===== src/design/tpsc_pkg.sv =====
`default_nettype none

package tpsc_pkg;

    localparam int COMMAND_BITS = 8;
    localparam int SAMPLE_BITS  = 12;
    localparam int POS_W        = 12;
    localparam int CFG_IDX_W    = 2;
    localparam int CFG_DATA_W   = 12;

    localparam logic [COMMAND_BITS-1:0] CMD_X = 8'hD0;
    localparam logic [COMMAND_BITS-1:0] CMD_Y = 8'h90;

    localparam logic [POS_W-1:0] ARROW_Y_LO = 12'd2900;
    localparam logic [POS_W-1:0] ARROW_Y_HI = 12'd3500;
    localparam logic [POS_W-1:0] DISP_Y_LO  = 12'd1700;
    localparam logic [POS_W-1:0] DISP_Y_HI  = 12'd2300;
    localparam logic [POS_W-1:0] STEP_Y_LO  = 12'd700;
    localparam logic [POS_W-1:0] STEP_Y_HI  = 12'd1300;

    localparam logic [1:0] BTN_NONE    = 2'd0;
    localparam logic [1:0] BTN_ARROWS  = 2'd1;
    localparam logic [1:0] BTN_DISPLAY = 2'd2;
    localparam logic [1:0] BTN_STEPPER = 2'd3;

    localparam logic [CFG_IDX_W-1:0] CFG_HALF_PERIOD = 2'd0;
    localparam logic [CFG_IDX_W-1:0] CFG_GAP         = 2'd1;
    localparam logic [CFG_IDX_W-1:0] CFG_BTN_X_LOW   = 2'd2;
    localparam logic [CFG_IDX_W-1:0] CFG_BTN_X_HIGH  = 2'd3;

    localparam logic [7:0]       RST_HALF_PERIOD = 8'd20;
    localparam logic [7:0]       RST_GAP         = 8'd10;
    localparam logic [POS_W-1:0] RST_BTN_X_LOW   = 12'd3500;
    localparam logic [POS_W-1:0] RST_BTN_X_HIGH  = 12'd3700;

    typedef struct packed {
        logic start_req;
        logic miso;
    } t_in_item;

    typedef struct packed {
        logic             cs_n;
        logic             sclk;
        logic             mosi;
        logic             busy_res;
        logic             done_res;
        logic [POS_W-1:0] x_pos;
        logic [POS_W-1:0] y_pos;
        logic [1:0]       button;
    } t_out_item;

    typedef struct packed {
        logic [7:0]       half_period_ticks;
        logic [7:0]       gap_ticks;
        logic [POS_W-1:0] button_x_low;
        logic [POS_W-1:0] button_x_high;
    } t_cfg;

endpackage

`default_nettype wire


===== src/design/touch_panel_spi_coordinate_reader.sv =====
// The result transaction of an accepted tick transaction is registered and appears in the cycle after it is accepted.
// Throughput: 1 tick per cycle while not stalled; the phase sequencer and button decode update in one pass.
// A new tick is taken while the result register drains, stalled only when it is full.
// Reset (synchronous, active low): sequencer idle, pins cs_n high / sclk low,
// coordinates cleared, registers back to their defaults, no result pending.
`default_nettype none

module touch_panel_spi_coordinate_reader #(
    parameter int SAMPLE_BITS = tpsc_pkg::SAMPLE_BITS
) (
    input  wire logic                               i_clk,
    input  wire logic                               i_rst_n,
    input  wire logic                               i_in_valid,
    output logic                                    o_in_stall,
    input  wire tpsc_pkg::t_in_item                 i_in_data,
    output logic                                    o_out_valid,
    input  wire logic                               i_out_stall,
    output tpsc_pkg::t_out_item                     o_out_data,
    input  wire logic                               i_cfg_valid,
    output logic                                    o_cfg_ready,
    input  wire logic [tpsc_pkg::CFG_IDX_W-1:0]     i_cfg_index,
    input  wire logic [tpsc_pkg::CFG_DATA_W-1:0]    i_cfg_data
);

    tpsc_pkg::t_cfg                 r_cfg;
    logic                           r_out_valid;
    logic                           w_accept;
    logic [tpsc_pkg::POS_W-1:0]     w_next_x, w_next_y;
    logic [1:0]                     w_button;

    assign o_in_stall  = r_out_valid && i_out_stall;
    assign w_accept    = i_in_valid && !o_in_stall;
    assign o_out_valid = r_out_valid;
    assign o_cfg_ready = 1'b1;

    always_ff @(posedge i_clk) begin
        if (!i_rst_n) begin
            r_cfg.half_period_ticks <= tpsc_pkg::RST_HALF_PERIOD;
            r_cfg.gap_ticks         <= tpsc_pkg::RST_GAP;
            r_cfg.button_x_low      <= tpsc_pkg::RST_BTN_X_LOW;
            r_cfg.button_x_high     <= tpsc_pkg::RST_BTN_X_HIGH;
        end else if (i_cfg_valid) begin
            unique case (i_cfg_index)
                tpsc_pkg::CFG_HALF_PERIOD: r_cfg.half_period_ticks <= i_cfg_data[7:0];
                tpsc_pkg::CFG_GAP:         r_cfg.gap_ticks         <= i_cfg_data[7:0];
                tpsc_pkg::CFG_BTN_X_LOW:   r_cfg.button_x_low      <= i_cfg_data;
                tpsc_pkg::CFG_BTN_X_HIGH:  r_cfg.button_x_high     <= i_cfg_data;
                default: ;
            endcase
        end
    end

    always_ff @(posedge i_clk) begin
        if (!i_rst_n) begin
            r_out_valid <= 1'b0;
        end else if (w_accept) begin
            r_out_valid <= 1'b1;
        end else if (!i_out_stall) begin
            r_out_valid <= 1'b0;
        end
    end

    tpsc_seq #(
        .SAMPLE_BITS (SAMPLE_BITS)
    ) u_seq (
        .i_clk    (i_clk),
        .i_rst_n  (i_rst_n),
        .i_accept (w_accept),
        .i_item   (i_in_data),
        .i_cfg    (r_cfg),
        .i_button (w_button),
        .o_next_x (w_next_x),
        .o_next_y (w_next_y),
        .o_result (o_out_data)
    );

    tpsc_btn u_btn (
        .i_x      (w_next_x),
        .i_y      (w_next_y),
        .i_cfg    (r_cfg),
        .o_button (w_button)
    );

    a_done_pins: assert property (@(posedge i_clk) disable iff (!i_rst_n)
        o_out_valid && o_out_data.done_res |->
            o_out_data.cs_n && !o_out_data.sclk && !o_out_data.busy_res)
        else $error("done transaction with converter still selected");

    a_select_busy: assert property (@(posedge i_clk) disable iff (!i_rst_n)
        o_out_valid && !o_out_data.cs_n |-> o_out_data.busy_res)
        else $error("converter selected outside a reading");

    a_sclk_select: assert property (@(posedge i_clk) disable iff (!i_rst_n)
        o_out_valid && o_out_data.sclk |-> !o_out_data.cs_n)
        else $error("serial clock high while deselected");

    a_y_on_done: assert property (@(posedge i_clk) disable iff (!i_rst_n)
        w_accept ##1 (o_out_data.y_pos != $past(o_out_data.y_pos)) |->
            o_out_data.done_res)
        else $error("Y coordinate changed outside a done transaction");

endmodule

`default_nettype wire


===== src/design/tpsc_btn.sv =====
`default_nettype none

module tpsc_btn (
    input  wire logic [tpsc_pkg::POS_W-1:0] i_x,
    input  wire logic [tpsc_pkg::POS_W-1:0] i_y,
    input  wire tpsc_pkg::t_cfg             i_cfg,
    output logic [1:0]                      o_button
);

    logic w_x_in;

    assign w_x_in = (i_x > i_cfg.button_x_low) && (i_x < i_cfg.button_x_high);

    always_comb begin
        o_button = tpsc_pkg::BTN_NONE;
        if (w_x_in) begin
            if (i_y > tpsc_pkg::ARROW_Y_LO && i_y < tpsc_pkg::ARROW_Y_HI) begin
                o_button = tpsc_pkg::BTN_ARROWS;
            end else if (i_y > tpsc_pkg::DISP_Y_LO && i_y < tpsc_pkg::DISP_Y_HI) begin
                o_button = tpsc_pkg::BTN_DISPLAY;
            end else if (i_y > tpsc_pkg::STEP_Y_LO && i_y < tpsc_pkg::STEP_Y_HI) begin
                o_button = tpsc_pkg::BTN_STEPPER;
            end
        end
    end

endmodule

`default_nettype wire


===== src/design/tpsc_seq.sv =====
`default_nettype none

module tpsc_seq #(
    parameter int SAMPLE_BITS = tpsc_pkg::SAMPLE_BITS
) (
    input  wire logic                         i_clk,
    input  wire logic                         i_rst_n,
    input  wire logic                         i_accept,
    input  wire tpsc_pkg::t_in_item           i_item,
    input  wire tpsc_pkg::t_cfg               i_cfg,
    input  wire logic [1:0]                   i_button,
    output logic [tpsc_pkg::POS_W-1:0]        o_next_x,
    output logic [tpsc_pkg::POS_W-1:0]        o_next_y,
    output tpsc_pkg::t_out_item               o_result
);

    localparam int CMD_B    = tpsc_pkg::COMMAND_BITS;
    localparam int POS_W    = tpsc_pkg::POS_W;
    localparam int MAX_BITS = (CMD_B > SAMPLE_BITS) ? CMD_B : SAMPLE_BITS;
    localparam int BIT_W    = $clog2(MAX_BITS);

    typedef enum logic [2:0] {
        PH_IDLE,
        PH_CMD_HI,
        PH_CMD_LO,
        PH_GAP,
        PH_RD_HI,
        PH_RD_LO,
        PH_CS_UP
    } t_phase;

    t_phase                   r_phase, n_phase, w_phase;
    logic                     r_ybit, n_ybit, w_ybit;
    logic [BIT_W-1:0]         r_bit, n_bit, w_bit;
    logic [7:0]               r_dly, n_dly, w_dly;
    logic [CMD_B-1:0]         r_cmd, n_cmd, w_cmd;
    logic [SAMPLE_BITS-1:0]   r_sample, n_sample;
    logic [POS_W-1:0]         r_x, n_x, r_y, n_y;
    logic                     r_cs_n, n_cs_n, r_sclk, n_sclk, r_mosi, n_mosi;
    logic                     r_busy, n_busy, r_done, n_done;
    logic [1:0]               r_button;
    logic [POS_W-1:0]         w_sample_top;
    logic [7:0]               w_half;
    logic [8:0]               w_dsum;
    logic                     w_half_end;

    generate
        if (SAMPLE_BITS >= POS_W) begin : g_wide
            assign w_sample_top = r_sample[SAMPLE_BITS-1 -: POS_W];
        end else begin : g_narrow
            assign w_sample_top = {{(POS_W-SAMPLE_BITS){1'b0}}, r_sample};
        end
    endgenerate

    assign w_half     = (i_cfg.half_period_ticks == 8'd0) ? 8'd1 : i_cfg.half_period_ticks;
    assign w_dsum     = {1'b0, w_dly} + 9'd1;
    assign w_half_end = (w_dsum >= {1'b0, w_half});

    always_comb begin
        if (r_phase == PH_IDLE && i_item.start_req) begin
            w_phase = PH_CMD_HI;
            w_ybit  = 1'b0;
            w_bit   = '0;
            w_dly   = '0;
            w_cmd   = tpsc_pkg::CMD_X;
        end else begin
            w_phase = r_phase;
            w_ybit  = r_ybit;
            w_bit   = r_bit;
            w_dly   = r_dly;
            w_cmd   = r_cmd;
        end
    end

    always_comb begin
        n_phase  = w_phase;
        n_ybit   = w_ybit;
        n_bit    = w_bit;
        n_dly    = w_dly;
        n_cmd    = w_cmd;
        n_sample = r_sample;
        n_x      = r_x;
        n_y      = r_y;
        n_cs_n   = 1'b1;
        n_sclk   = 1'b0;
        n_mosi   = w_cmd[CMD_B-1];
        n_busy   = 1'b0;
        n_done   = 1'b0;
        unique case (w_phase)
            PH_CMD_HI, PH_RD_HI: begin
                n_cs_n = 1'b0;
                n_sclk = 1'b1;
                n_busy = 1'b1;
                if (w_half_end) begin
                    n_dly   = '0;
                    n_phase = (w_phase == PH_CMD_HI) ? PH_CMD_LO : PH_RD_LO;
                end else begin
                    n_dly = w_dsum[7:0];
                end
            end
            PH_CMD_LO: begin
                n_cs_n = 1'b0;
                n_busy = 1'b1;
                if (w_half_end) begin
                    n_dly = '0;
                    n_cmd = {w_cmd[CMD_B-2:0], 1'b0};
                    if (w_bit == BIT_W'(CMD_B - 1)) begin
                        n_bit   = '0;
                        n_phase = (i_cfg.gap_ticks != 8'd0) ? PH_GAP : PH_RD_HI;
                    end else begin
                        n_bit   = w_bit + BIT_W'(1);
                        n_phase = PH_CMD_HI;
                    end
                end else begin
                    n_dly = w_dsum[7:0];
                end
            end
            PH_GAP: begin
                n_cs_n = 1'b0;
                n_busy = 1'b1;
                if (w_dsum >= {1'b0, i_cfg.gap_ticks}) begin
                    n_dly   = '0;
                    n_phase = PH_RD_HI;
                end else begin
                    n_dly = w_dsum[7:0];
                end
            end
            PH_RD_LO: begin
                n_cs_n = 1'b0;
                n_busy = 1'b1;
                if (w_half_end) begin
                    n_dly    = '0;
                    n_sample = {r_sample[SAMPLE_BITS-2:0], i_item.miso};
                    if (w_bit == BIT_W'(SAMPLE_BITS - 1)) begin
                        n_bit   = '0;
                        n_phase = PH_CS_UP;
                    end else begin
                        n_bit   = w_bit + BIT_W'(1);
                        n_phase = PH_RD_HI;
                    end
                end else begin
                    n_dly = w_dsum[7:0];
                end
            end
            PH_CS_UP: begin
                n_mosi   = 1'b0;
                n_dly    = '0;
                n_bit    = '0;
                n_sample = '0;
                if (w_ybit) begin
                    n_y     = w_sample_top;
                    n_done  = 1'b1;
                    n_ybit  = 1'b0;
                    n_phase = PH_IDLE;
                end else begin
                    n_x     = w_sample_top;
                    n_busy  = 1'b1;
                    n_cmd   = tpsc_pkg::CMD_Y;
                    n_ybit  = 1'b1;
                    n_phase = PH_CMD_HI;
                end
            end
            default: begin
                n_mosi  = 1'b0;
                n_ybit  = 1'b0;
                n_phase = PH_IDLE;
            end
        endcase
    end

    assign o_next_x = n_x;
    assign o_next_y = n_y;

    always_ff @(posedge i_clk) begin
        if (!i_rst_n) begin
            r_phase  <= PH_IDLE;
            r_ybit   <= 1'b0;
            r_bit    <= '0;
            r_dly    <= '0;
            r_cmd    <= '0;
            r_sample <= '0;
            r_x      <= '0;
            r_y      <= '0;
            r_cs_n   <= 1'b1;
            r_sclk   <= 1'b0;
            r_mosi   <= 1'b0;
            r_busy   <= 1'b0;
            r_done   <= 1'b0;
            r_button <= tpsc_pkg::BTN_NONE;
        end else if (i_accept) begin
            r_phase  <= n_phase;
            r_ybit   <= n_ybit;
            r_bit    <= n_bit;
            r_dly    <= n_dly;
            r_cmd    <= n_cmd;
            r_sample <= n_sample;
            r_x      <= n_x;
            r_y      <= n_y;
            r_cs_n   <= n_cs_n;
            r_sclk   <= n_sclk;
            r_mosi   <= n_mosi;
            r_busy   <= n_busy;
            r_done   <= n_done;
            r_button <= i_button;
        end
    end

    always_comb begin
        o_result.cs_n     = r_cs_n;
        o_result.sclk     = r_sclk;
        o_result.mosi     = r_mosi;
        o_result.busy_res = r_busy;
        o_result.done_res = r_done;
        o_result.x_pos    = r_x;
        o_result.y_pos    = r_y;
        o_result.button   = r_button;
    end

endmodule

`default_nettype wire

===== config.mk =====
export PLATFORM = sky130hd
export DESIGN_NAME = touch_panel_spi_coordinate_reader
export DESIGN_NICKNAME = d
export VERILOG_FILES = /design/src/design/tpsc_pkg.sv /design/src/design/touch_panel_spi_coordinate_reader.sv /design/src/design/tpsc_btn.sv /design/src/design/tpsc_seq.sv
export SDC_FILE = /design/constraint.sdc
export NUM_CORES = 1
export LEC_CHECK = 0
export BUFFER_PORTS_ARGS = -buffer_cell sky130_fd_sc_hd__buf_2
export CORE_UTILIZATION = 60
export CTS_CLUSTER_SIZE = 30
export DETAILED_ROUTE_END_ITERATION = 7
export PLACE_DENSITY = 0.8
export SYNTH_ARGS = -nofsm -noshare
export SYNTH_HDL_FRONTEND = slang
export SYNTH_SLANG_ARGS = --single-unit
export TNS_END_PERCENT = 5

===== constraint.sdc =====
create_clock -name i_clk -period 5 [get_ports i_clk]
set_input_delay 0.75 -clock i_clk [delete_from_list [all_inputs] [get_ports i_clk]]
set_output_delay 0.75 -clock i_clk [all_outputs]
set_load 0.01 [all_outputs]

==> metrics, run 1 <==
Initial Utilization 62.75%; FF-to-FF setup slack 0.87 ns; Post-CTS Hold Fix Bufs 0; Nets just under 900; Worst Clk Skew 0.01020 ns; pre-CTS setup slack 0.7529 ns; ant diodes 0; Max Fclk 242.2 MHz; top-count cell post-synth nand2_1; Final Setup Violations 0; Hold Path Sink u_seq.r_cmd[0]$_SDFFE_PN0P_; Top cell by count, worst path a21oi_1; vias in the first global route 5299; Hold Path Depth 2; TritonCTS Buffers 9; Clk pin slew, worst setup/hold paths approximately 0.1 ns; status finished clean; worst skew pair latency 0.38 ns; Cell Area, Synth 6218 um2; antenna-violating nets left 0; Hold Path Origin u_seq.r_cmd[0]$_SDFFE_PN0P_; Post-Syn Nets 854; DPL Wire Length 10550 um; post-synthesis area per instance 7.852 um2; worst flop-to-flop path endpoint u_seq.r_phase[0]$_SDFFE_PN0P_; CTS H-tree lvls 3; Synth top area share 34.77%; Max stage delay on crit path roughly 0.77 ns; family with the most delay on the worst path simple AND/OR/NAND/NOR gates; Slew HR 16.22%; CP cell instances nor4b_4, nor2b_1, ha_1, nand2_1, or3_1, a21oi_1, ha_1, a21oi_1, o21ai_0, a21oi_1, o21a_4, nor3_1, or4_1, a32o_1; RSZ-0062 raised after global routing no; CTS tree built; CP arrival 4.41 ns; Die W 103.8 um; commonest cells in the netlist 141 x nand2_1, 108 x dfxtp_1, 48 x nand3_1, 43 x o21ai_0; row cnt 36; critical path fanouts, max 20; WP data required 5.28 ns; io pins 55; WL final around 15000 um; first-pass GRT wire length 24990 um; gpl congestion 0.8543; CP Launch Type flip-flop; # DRC 0; dpl cell area 6460 um2; clk buf depth 2; Post-synth EDFFs 0; IO Port Bufs 53; dominant cells by area after synthesis dfxtp_1 35%, nand2_1 8.5%, ha_1 8.2%; grt ovf 0; die footprint 10780 um2; Warnings, synthesis 0; Tightest Pin Transition 1.252 ns; Reg area 2162 um2; Async SR Flop Fraction 0%; WS Path Type flip-flop to flip-flop; initial DRC count 312; post-route clock period utilization 82.58%; antenna violations before repair 0; final instance area 6621 um2; most common flop cell mapped by yosys dfxtp_1; DR WL/cell 15.63 um; area occupied by multi-input gates 3649 um2; 1st-pass router iterations 5; count of final hold-check violations 0; via count 5642; fin. max-slew vios 0; Design Power 1.553 mW; TNS Setup 0 ns; flops & latches, synth 108; setup ws final between 0.8 and 0.9 ns; Critical Path End Type flip-flop; synth unique cells 66; CORE AREA 9910 um2; Die Ht 103.8 um; root buf cell clkbuf_8; routed vias/inst 5.970; Fill cells ~880; setup bufs post-CTS 0; Worst R2R Path Depth 14; post-CTS sizing 0; Seq/Total Area, Yosys 34.77%; CP bufs+invs 0; P per Cell Area ~230 nW/um2; GRT Total Usage 28.33%; Max Cap Viol 0; pin count of the biggest net entering global routing 56; CP max stage cell dfxtp_1; leading area contributor after synthesis dfxtp_1; peak supply drop approximately 190 uV; final worst path period need 4.129 ns; share of layout cells above drive strength 1 between 10% and 20%; Hold Crit Class flip-flop to flip-flop; post-synthesis instance total 792; r2r startpoint u_seq.r_phase[0]$_SDFFE_PN0P_; Pleak 2.791 nW; clk sinks 108; Area Growth Syn to Fin 6.479%
## per-layer routing
metal  track usage [%]  routed length (um)  vias up
li1                  -                   -     2830
met1             38.49                6832     2645
met2             46.43                6941      147
met3             3.021                 734       20
met4             10.51                 257        0
met5                 0                   0        -
## area by class of cell
type                       count  area share (%)
multi-input combinational    585           55.10
sequential                   108           32.65
timing repair buffer          61           4.913
tap                          133           2.513
inverter                      42           2.381
clock buffer                  13           2.098
clock inverter                 3          0.3401
## placed cells by master, fill, tap and decap left out, types with 22 or more instances in the layout
master and count:
ha_1 41, o21ai_0 43, buf_2 53, a21boi_0 39, nand2_1 141, o211ai_1 22, nor2_1 42, nand3_1 48
dfxtp_1 108, a21oi_1 39, inv_1 42
## how the worst max path moves through the flow
stage          slack, ns  depth (start not counted)                             to                          start
2_1_floorplan       1.34                         14  u_seq.r_phase[0]$_SDFFE_PN0P_                   i_in_data[1]
3_3_place_gp        0.97                         15  u_seq.r_phase[0]$_SDFFE_PN0P_                   i_in_data[1]
3_5_place_dp        0.75                         15  u_seq.r_phase[0]$_SDFFE_PN0P_                   i_in_data[1]
4_1_cts             0.91                         14  u_seq.r_phase[0]$_SDFFE_PN0P_  u_seq.r_phase[0]$_SDFFE_PN0P_
5_1_grt             0.60                         14  u_seq.r_phase[0]$_SDFFE_PN0P_  u_seq.r_phase[0]$_SDFFE_PN0P_
6_report            0.87                         14  u_seq.r_phase[0]$_SDFFE_PN0P_  u_seq.r_phase[0]$_SDFFE_PN0P_
## flip-flops by register name, indices dropped and copies added (netlist names), 2 cells and up
name	cells
u_seq.r_dly	8
u_seq.r_x	12
r_cfg	40
u_seq.r_y	12
u_seq.r_bit	4
u_seq.r_button	2
u_seq.r_phase	3
u_seq.r_sample	12
u_seq.r_cmd	8
## worst reg2reg max path, delay by kind of cell, from the launching register on
kind                       cells  cell delay [ns]
adders and majority gates      2             0.58
DFF                            1             0.77
AOI/OAI and AO/OA              6             1.24
and+or+nand+nor                6             1.45
## where the power goes
group	switching [mW]	internal [mW]
registers	0.0176	0.883
logic	0.105	0.0618
clock network	0.301	0.185
## logic make-up (layout without fill, tap and decap cells)
logic type | Yosys count | after routing | synth area share [%]
DFF | 108 | 108 | 34.77
and+or+nand+nor | 313 | 313 | 23.76
xor gates and xnor gates | 7 | 7 | 0.9859
AOI/OAI and AO/OA | 206 | 206 | 22.66
muxes | 17 | 17 | 2.958
buffers and inverters | 99 | 119 | 6.559
other | 1 | 1 | 0.06030
adders and majority gates | 41 | 41 | 8.249
## per-stage QoR
| step | hold slack, ns | util [%] | instances |
|---|---|---|---|
| global route | 0.4831 | 66.82 | 945 |
| finish | 0.4605 | 66.82 | 945 |
| floorplan | 0.4191 | - | 792 |
| CTS | 0.4661 | 66.82 | 945 |
| detailed placement | 0.4517 | 65.19 | 929 |
| global placement | 0.4321 | 65.19 | 929 |
Power figures use the tool's default switching activity.
==> inputs of run 2 (changes only) <==
--- a/config.mk
+++ b/config.mk
@@ -5,11 +5,12 @@
 export SDC_FILE = /design/constraint.sdc
 export NUM_CORES = 1
 export LEC_CHECK = 0
+export ABC_AREA = 1
 export BUFFER_PORTS_ARGS = -buffer_cell sky130_fd_sc_hd__buf_2
-export CORE_UTILIZATION = 60
+export CORE_UTILIZATION = 55
 export CTS_CLUSTER_SIZE = 30
 export DETAILED_ROUTE_END_ITERATION = 7
-export PLACE_DENSITY = 0.8
+export PLACE_DENSITY = 0.77
 export SYNTH_ARGS = -nofsm -noshare
 export SYNTH_HDL_FRONTEND = slang
 export SYNTH_SLANG_ARGS = --single-unit
==> constraint.sdc (replaced) <==
create_clock -name i_clk -period 3.7 [get_ports i_clk]
set_input_delay 0.555 -clock i_clk [delete_from_list [all_inputs] [get_ports i_clk]]
set_output_delay 0.555 -clock i_clk [all_outputs]
set_load 0.01 [all_outputs]
==> run 2 against run 1 <==
Compared with the run above: sequential share of layout area is 2.3 points lower; routed wire length rose by 8.2%; largest cell class unchanged; utilization decreased by 4.7 points; setup slack worse by 0.52 ns.
==> metrics, run 2 <==
DPL Wire Length 11150 um (was 10550 um); Max Fclk 298.7 MHz (was 242.2 MHz); post-synthesis instance total 935 (was 792); Worst Clk Skew 0.009296 ns (was 0.01020 ns); Synth top area share 33.15% (was 34.77%); Warnings, synthesis 0 (unchanged); antenna-violating nets left 0 (unchanged); CORE AREA 11470 um2 (was 9910 um2); final instance area 7126 um2 (was 6621 um2); via count 6114 (was 5642); worst skew pair latency 0.36 ns (was 0.38 ns); Final Setup Violations 0 (unchanged); grt met3 use 6.233% (was 3.021%); Reg area 2163 um2 (was 2162 um2); CP arrival 3.55 ns (was 4.41 ns); WL final 15980 um (was 14770 um); largest reg by FF count r_cfg (unchanged); clk buf depth 2 (unchanged); max FFs per register 40 (unchanged); P per Cell Area 376.0 nW/um2 (was 234.5 nW/um2); vias in the first global route 5652 (was 5299); # DRC 0 (unchanged); CP Launch Type flip-flop (unchanged); dpl cell area 6808 um2 (was 6460 um2); Design Power 2.680 mW (was 1.553 mW); share of layout cells above drive strength 1 14.32% (was 11.70%); most common flop cell mapped by yosys dfxtp_1 (unchanged); pre-CTS setup slack 0.06364 ns (was 0.7529 ns); setup bufs post-CTS 0 (unchanged); die footprint 12300 um2 (was 10780 um2); Clk pin slew, worst setup/hold paths 0.07 ns (was 0.10 ns); status finished clean (unchanged); area occupied by multi-input gates 3587 um2 (was 3649 um2); Hold Path Sink r_cfg[9]$_SDFFE_PN1P_ (was u_seq.r_cmd[0]$_SDFFE_PN0P_); Die Ht 110.9 um (was 103.8 um); antenna violations before repair 0 (unchanged); TritonCTS Buffers 9 (unchanged); Nets 1029 (was 869); final worst path period need 3.348 ns (was 4.129 ns); IO Port Bufs 53 (unchanged); Slew HR 26.37% (was 16.22%); commonest non-fill, non-tap cell in the layout nand2_1 (unchanged); Worst R2R Path Depth 21 (was 14); grt ovf 0 (unchanged); Max Cap Viol 0 (unchanged); Async SR Flop Fraction 0% (unchanged); ant diodes 0 (unchanged); FF-to-FF setup slack 0.35 ns (was 0.87 ns); Tightest Pin Transition 1.103 ns (was 1.252 ns); Finished Layout Cells 1114 (was 945); dominant cells by area after synthesis dfxtp_1 33%, nand2_1 12%, a21oi_1 8.6% (was dfxtp_1 35%, nand2_1 8.5%, ha_1 8.2%); Hold Crit Class input pin to flip-flop (was flip-flop to flip-flop); CTS tree built (unchanged); routed vias/inst 5.488 (was 5.970); first-pass GRT wire length 26850 um (was 24990 um); Seq/Total Area, Yosys 33.15% (was 34.77%); fin. max-slew vios 0 (unchanged); Area Growth Syn to Fin 9.267% (was 6.479%); initial DRC count 352 (was 312); Critical Path End Type flip-flop (unchanged); WP data required 3.90 ns (was 5.28 ns); TNS Setup 0 ns (unchanged); Post-synth EDFFs 0 (unchanged); post-synthesis area per instance 6.975 um2 (was 7.852 um2); Post-Syn Nets 997 (was 854); RSZ-0062 raised after global routing no (unchanged); busiest layer in global routing met2 (unchanged); CTS H-tree lvls 3 (unchanged); worst flop-to-flop path endpoint u_seq.r_dly[0]$_SDFFE_PN0P_ (was u_seq.r_phase[0]$_SDFFE_PN0P_); Initial Utilization 56.87% (was 62.75%); Fill cells 1053 (was 877); WS Path Type flip-flop to flip-flop (unchanged); Cell Area, Synth 6521 um2 (was 6218 um2); DP Cell Count 1098 (was 929); top-count cell post-synth nand2_1 (unchanged); critical path fanouts, max 12 (was 20); met1 Use GR 34.48% (was 38.49%); row cnt 39 (was 36); Post-CTS Hold Fix Bufs 0 (unchanged); r2r startpoint u_seq.r_phase[0]$_SDFFE_PN0P_ (unchanged); Hold Path Depth 3 (was 2); peak supply drop 452.5 uV (was 193.2 uV); Pleak 3.458 nW (was 2.791 nW); root buf cell clkbuf_16 (was clkbuf_8); flops & latches, synth 108 (unchanged); count of final hold-check violations 0 (unchanged); gpl congestion 0.8551 (was 0.8543); Hold Path Origin i_cfg_data[9] (was u_seq.r_cmd[0]$_SDFFE_PN0P_); most frequent cells in the layout 201 x nand2_1, 134 x inv_1, 112 x a21oi_1, 107 x dfxtp_1, 83 x o21ai_0 (was 141 x nand2_1, 108 x dfxtp_1, 53 x buf_2, 48 x nand3_1, 43 x o21ai_0); Die W 110.9 um (was 103.8 um); M2 GR Usage 44.80% (was 46.43%); clk sinks 108 (unchanged); setup ws final 0.3523 ns (was 0.8708 ns); DR WL/cell 14.35 um (was 15.63 um); commonest cells in the netlist 202 x nand2_1, 135 x inv_1, 112 x a21oi_1, 108 x dfxtp_1, 83 x o21ai_0 (was 141 x nand2_1, 108 x dfxtp_1, 48 x nand3_1, 43 x o21ai_0); io pins 55 (unchanged); GRT Total Usage 26.91% (was 28.33%); pin count of the biggest net entering global routing 59 (was 56); synth unique cells 44 (was 66); leading area contributor after synthesis dfxtp_1 (unchanged); 1st-pass router iterations 5 (unchanged); post-route clock period utilization 90.48% (was 82.58%)
## run 2: changes by cell type in the layout (fill, tap and decap cells not counted), moves of 16 or more
cell / change
a21boi_0: -39
nand3_1: -22
o21ai_0: +40
a21oi_1: +73
nand2_1: +60
nor2b_1: -16
inv_1: +92
## run 2: worst max-delay path by stage
stage	start	to	slack [ns]
2_1_floorplan	i_in_data[1]	u_seq.r_dly[2]$_SDFFE_PN0P_	0.54
6_report	u_seq.r_phase[0]$_SDFFE_PN0P_	u_seq.r_dly[0]$_SDFFE_PN0P_	0.35
3_5_place_dp	i_in_data[1]	u_seq.r_dly[2]$_SDFFE_PN0P_	0.06
3_3_place_gp	i_in_data[1]	u_seq.r_dly[2]$_SDFFE_PN0P_	0.17
5_1_grt	u_seq.r_phase[0]$_SDFFE_PN0P_	u_seq.r_dly[4]$_SDFFE_PN0P_	0.006
4_1_cts	u_seq.r_phase[1]$_SDFFE_PN0P_	u_seq.r_dly[2]$_SDFFE_PN0P_	0.17
## run 2: through the flow
| step | hold WS, ns | util (%) |
|---|---|---|
| after floorplan | 0.4120 | - |
| after global placement | 0.4225 | 59.37 |
| after detailed placement | 0.4294 | 59.37 |
| after CTS | 0.4102 | 61.95 |
| after global routing | 0.4235 | 62.14 |
| final | 0.4160 | 62.14 |
## run 2: area by class of cell
class	count	area share, %
Sequential cell	108	30.36
Tap cell	143	2.511
Timing Repair Buffer	65	4.987
Clock buffer	9	3.161
Multi-Input combinational cell	638	50.34
Inverter	145	7.638
Clock inverter	6	1.001
## run 2: worst max-delay path, stage by stage (launching register included)
cell	delay (ns)
dfxtp_1	0.42
nor2_2	0.09
nand3_2	0.09
nand2_1	0.08
inv_1	0.09
ha_1	0.20
nand3_1	0.11
nor2_2	0.24
nand3_1	0.13
xor2_1	0.19
ha_1	0.31
nand2_1	0.07
nor3_1	0.17
nand2_1	0.07
nand2_1	0.07
inv_2	0.08
nand3_4	0.17
inv_2	0.07
o21ai_1	0.13
nand2_2	0.15
o21ai_0	0.17
a21oi_1	0.08
## run 2: timing repair
| item | 4_1_cts | 5_1_grt |
|---|---|---|
| resized for setup | 0 | 4 |
| hold endpoints to repair | 0 | 0 |
| setup endpoints to repair | 0 | 20 |
## run 2: logic make-up (layout without fill, tap and decap cells)
kind of cell	Yosys count	count (layout)	share of synthesized area (%)
flip-flops	108	108	33.15
other	1	1	0.05750
adder cells (fa/ha/maj)	41	41	7.866
AO/OA/AOI/OAI	265	265	23.94
AND/OR/NAND/NOR	324	325	21.99
buffers and inverters	190	225	12.18
XOR/XNOR	6	6	0.8058
## run 2: routing by layer
metal	part of all wire (%)	up-vias
met5	0	-
met4	1.6	0
met3	5.6	24
met2	47	174
met1	45	2779
li1	-	3137
## run 2: power by group
group          internal [mW]  switching, mW  total (mW)
combinational          0.143          0.295       0.437
clock                  0.530          0.468       0.998
sequential              1.21         0.0297        1.24
total                   1.89          0.792        2.68
==> inputs of run 3 (changes only) <==
--- a/config.mk
+++ b/config.mk
@@ -7,10 +7,10 @@
 export LEC_CHECK = 0
 export ABC_AREA = 1
 export BUFFER_PORTS_ARGS = -buffer_cell sky130_fd_sc_hd__buf_2
-export CORE_UTILIZATION = 55
+export CORE_UTILIZATION = 52
 export CTS_CLUSTER_SIZE = 30
 export DETAILED_ROUTE_END_ITERATION = 7
-export PLACE_DENSITY = 0.77
+export PLACE_DENSITY = 0.74
 export SYNTH_ARGS = -nofsm -noshare
 export SYNTH_HDL_FRONTEND = slang
 export SYNTH_SLANG_ARGS = --single-unit
==> run 3 against run 2 <==
Compared with the run above: non-clock buffer count is 3 higher; global-route usage down 1.0 points; largest cell class unchanged; maximum frequency is 0.82% higher; count of clock-buffer cells in the layout unchanged; setup slack improved by 0.027 ns; worst hold slack improved by 0.0052 ns; power rose by 5.2%; critical path depth unchanged; largest power group unchanged; final cell count increased by 2.6%; die area rose by 5.7%; design area is 1.6% higher; register-to-register slack improved by 0.03 ns.
==> metrics, run 3 (same netlist as run 2, synthesis figures left out) <==
most frequent cells in the layout 201 x nand2_1, 135 x inv_1, 112 x a21oi_1, 106 x dfxtp_1, 83 x o21ai_0 (was 201 x nand2_1, 134 x inv_1, 112 x a21oi_1, 107 x dfxtp_1, 83 x o21ai_0); Design Power 2.819 mW (was 2.680 mW); family with the most delay on the worst path simple AND/OR/NAND/NOR gates (unchanged); Die W 114.0 um (was 110.9 um); ant diodes 0 (unchanged); worst skew pair latency 0.36 ns (about the same); Nets 1032 (was 1029); initial DRC count 328 (was 352); IO Port Bufs 53 (unchanged); max FFs per register 40 (unchanged); WP data required 3.92 ns (was 3.90 ns); antenna violations before repair 0 (unchanged); Tightest Pin Transition 0.7045 ns (was 1.103 ns); cell-internal power 2.034 mW (was 1.887 mW); Max Cap Viol 0 (unchanged); post-route clock period utilization 89.74% (was 90.48%); setup ws final 0.3795 ns (was 0.3523 ns); CP max stage cell dfxtp_2 (was dfxtp_1); Hold Crit Class input pin to flip-flop (unchanged); peak supply drop 351.9 uV (was 452.5 uV); CP cell instances nor2_2, nand3_2, nand2_1, inv_1, ha_1, nand3_1, nor2_4, nand3_1, xor2_2, ha_1, nand2_1, nor3_1, nand2_1, nand2_1, inv_1, nand3_4, inv_2, o21ai_1, nand2_2, o21ai_0, a21oi_1 (was nor2_2, nand3_2, nand2_1, inv_1, ha_1, nand3_1, nor2_2, nand3_1, xor2_1, ha_1, nand2_1, nor3_1, nand2_1, nand2_1, inv_2, nand3_4, inv_2, o21ai_1, nand2_2, o21ai_0, a21oi_1); GRT Total Usage 25.86% (was 26.91%); TritonCTS Buffers 9 (unchanged); io pins 55 (unchanged); Final Setup Violations 0 (unchanged); area occupied by multi-input gates 3592 um2 (was 3587 um2); Clk pwr share 40.3% (was 37.3%); RSZ-0062 raised after global routing no (unchanged); Reg power frac 44.1% (was 46.4%); Max stage delay on crit path 0.41 ns (was 0.42 ns); CP bufs+invs 3 (unchanged); WL final 15840 um (was 15980 um); share of layout cells above drive strength 1 14.67% (was 14.32%); pin count of the biggest net entering global routing 59 (unchanged); clk buf depth 2 (unchanged); Critical Path End Type flip-flop (unchanged); # DRC 0 (unchanged); Initial Utilization 53.84% (was 56.87%); Reg area 2165 um2 (was 2163 um2); critical path fanouts, max 7 (was 12); CTS tree built (unchanged); Post-CTS Hold Fix Bufs 0 (unchanged); DPL Wire Length 11330 um (was 11150 um); WS Path Type flip-flop to flip-flop (unchanged); net switching share of the total power 27.86% (was 29.57%); TNS Setup 0 ns (unchanged); largest reg by FF count r_cfg (unchanged); first-pass GRT wire length 26750 um (was 26850 um); Psw 0.7852 mW (was 0.7924 mW); routed vias/inst 5.275 (was 5.488); gpl congestion 0.8659 (was 0.8551); Die Ht 114.0 um (was 110.9 um); root buf cell clkbuf_16 (unchanged); Slew HR 52.67% (was 26.37%); die footprint 12990 um2 (was 12300 um2); row cnt 40 (was 39); P per Cell Area 389.2 nW/um2 (was 376.0 nW/um2); grt ovf 0 (unchanged); DR WL/cell 13.86 um (was 14.35 um); status finished clean (unchanged); FF-to-FF setup slack 0.38 ns (was 0.35 ns); antenna-violating nets left 0 (unchanged); fin. max-slew vios 0 (unchanged); pre-CTS setup slack 0.06232 ns (was 0.06364 ns); Worst Clk Skew 0.01032 ns (was 0.009296 ns); clk sinks 108 (unchanged); Pleak 3.505 nW (was 3.458 nW); Max Fclk 301.2 MHz (was 298.7 MHz); via count 6029 (was 6114); 1st-pass router iterations 5 (unchanged); vias in the first global route 5612 (was 5652); Combinational Power Share 15.6% (was 16.3%); count of final hold-check violations 0 (unchanged); CP Launch Type flip-flop (unchanged); Clk pin slew, worst setup/hold paths 0.07 ns (about the same); Fill cells 1177 (was 1053); CP arrival 3.54 ns (was 3.55 ns); CORE AREA 12110 um2 (was 11470 um2); commonest non-fill, non-tap cell in the layout nand2_1 (unchanged); CTS H-tree lvls 3 (unchanged); Area Growth Syn to Fin 11.05% (was 9.267%); final worst path period need 3.320 ns (was 3.348 ns); Top cell by count, worst path nand2_1 (unchanged)
## run 3: worst register-to-register path, cell delays in order, from the launching register on
cell and delay (ns):
dfxtp_2 0.41, nor2_2 0.07, nand3_2 0.11, nand2_1 0.11
inv_1 0.09, ha_1 0.19, nand3_1 0.13, nor2_4 0.15
nand3_1 0.13, xor2_2 0.19, ha_1 0.31, nand2_1 0.07
nor3_1 0.17, nand2_1 0.08, nand2_1 0.06, inv_1 0.14
nand3_4 0.16, inv_2 0.06, o21ai_1 0.13, nand2_2 0.16
o21ai_0 0.19, a21oi_1 0.08
## run 3: power by group through the flow
stage	logic (mW)	clock network (mW)	registers, mW
after floorplan	0.323	0	1.27
after detailed placement	0.423	0	1.27
after CTS	0.426	1.16	1.24
final	0.440	1.14	1.24
after global placement	0.420	0	1.27
after global routing	0.500	1.21	1.25
## run 3: final timing paths
path,from,endpoint,cells after the start
worst max register to register,u_seq.r_phase[1]$_SDFFE_PN0P_,u_seq.r_dly[0]$_SDFFE_PN0P_,21
worst max-delay path,u_seq.r_phase[1]$_SDFFE_PN0P_,u_seq.r_dly[0]$_SDFFE_PN0P_,21
worst min register to register,u_seq.r_cmd[0]$_SDFFE_PN0P_,u_seq.r_cmd[0]$_SDFFE_PN0P_,2
worst min-delay path,i_cfg_data[8],r_cfg[20]$_SDFFE_PN1P_,3
## run 3: through the flow
step	instance area (um2)	cells	utilization, %	hold slack, ns
2_1_floorplan	6521	935	-	0.4120
3_3_place_gp	6847	1124	56.53	0.4228
3_5_place_dp	6847	1124	56.53	0.4256
4_1_cts	7199	1140	59.44	0.4171
5_1_grt	7242	1143	59.79	0.4272
6_report	7242	1143	59.79	0.4212
## run 3: metal layers
metal | track usage (%) | share of wire, %
met5 | 0 | 0
met4 | 7.013 | 1.6
met3 | 5.685 | 4.5
met2 | 43.64 | 47
met1 | 33.28 | 47
## run 3: layout make-up
class	instances	area share [%]
clock inverter	7	1.762
inverter	145	7.516
sequential	108	29.89
tap	168	2.903
clock buffer	9	3.110
multi-input combinational	638	49.60
timing repair buffer	68	5.218
## run 3: repair_timing
item                                    4_1_cts  5_1_grt
endpoints found under the setup margin        0       23
setup buffers                                 0        2
resized for setup                             0        5
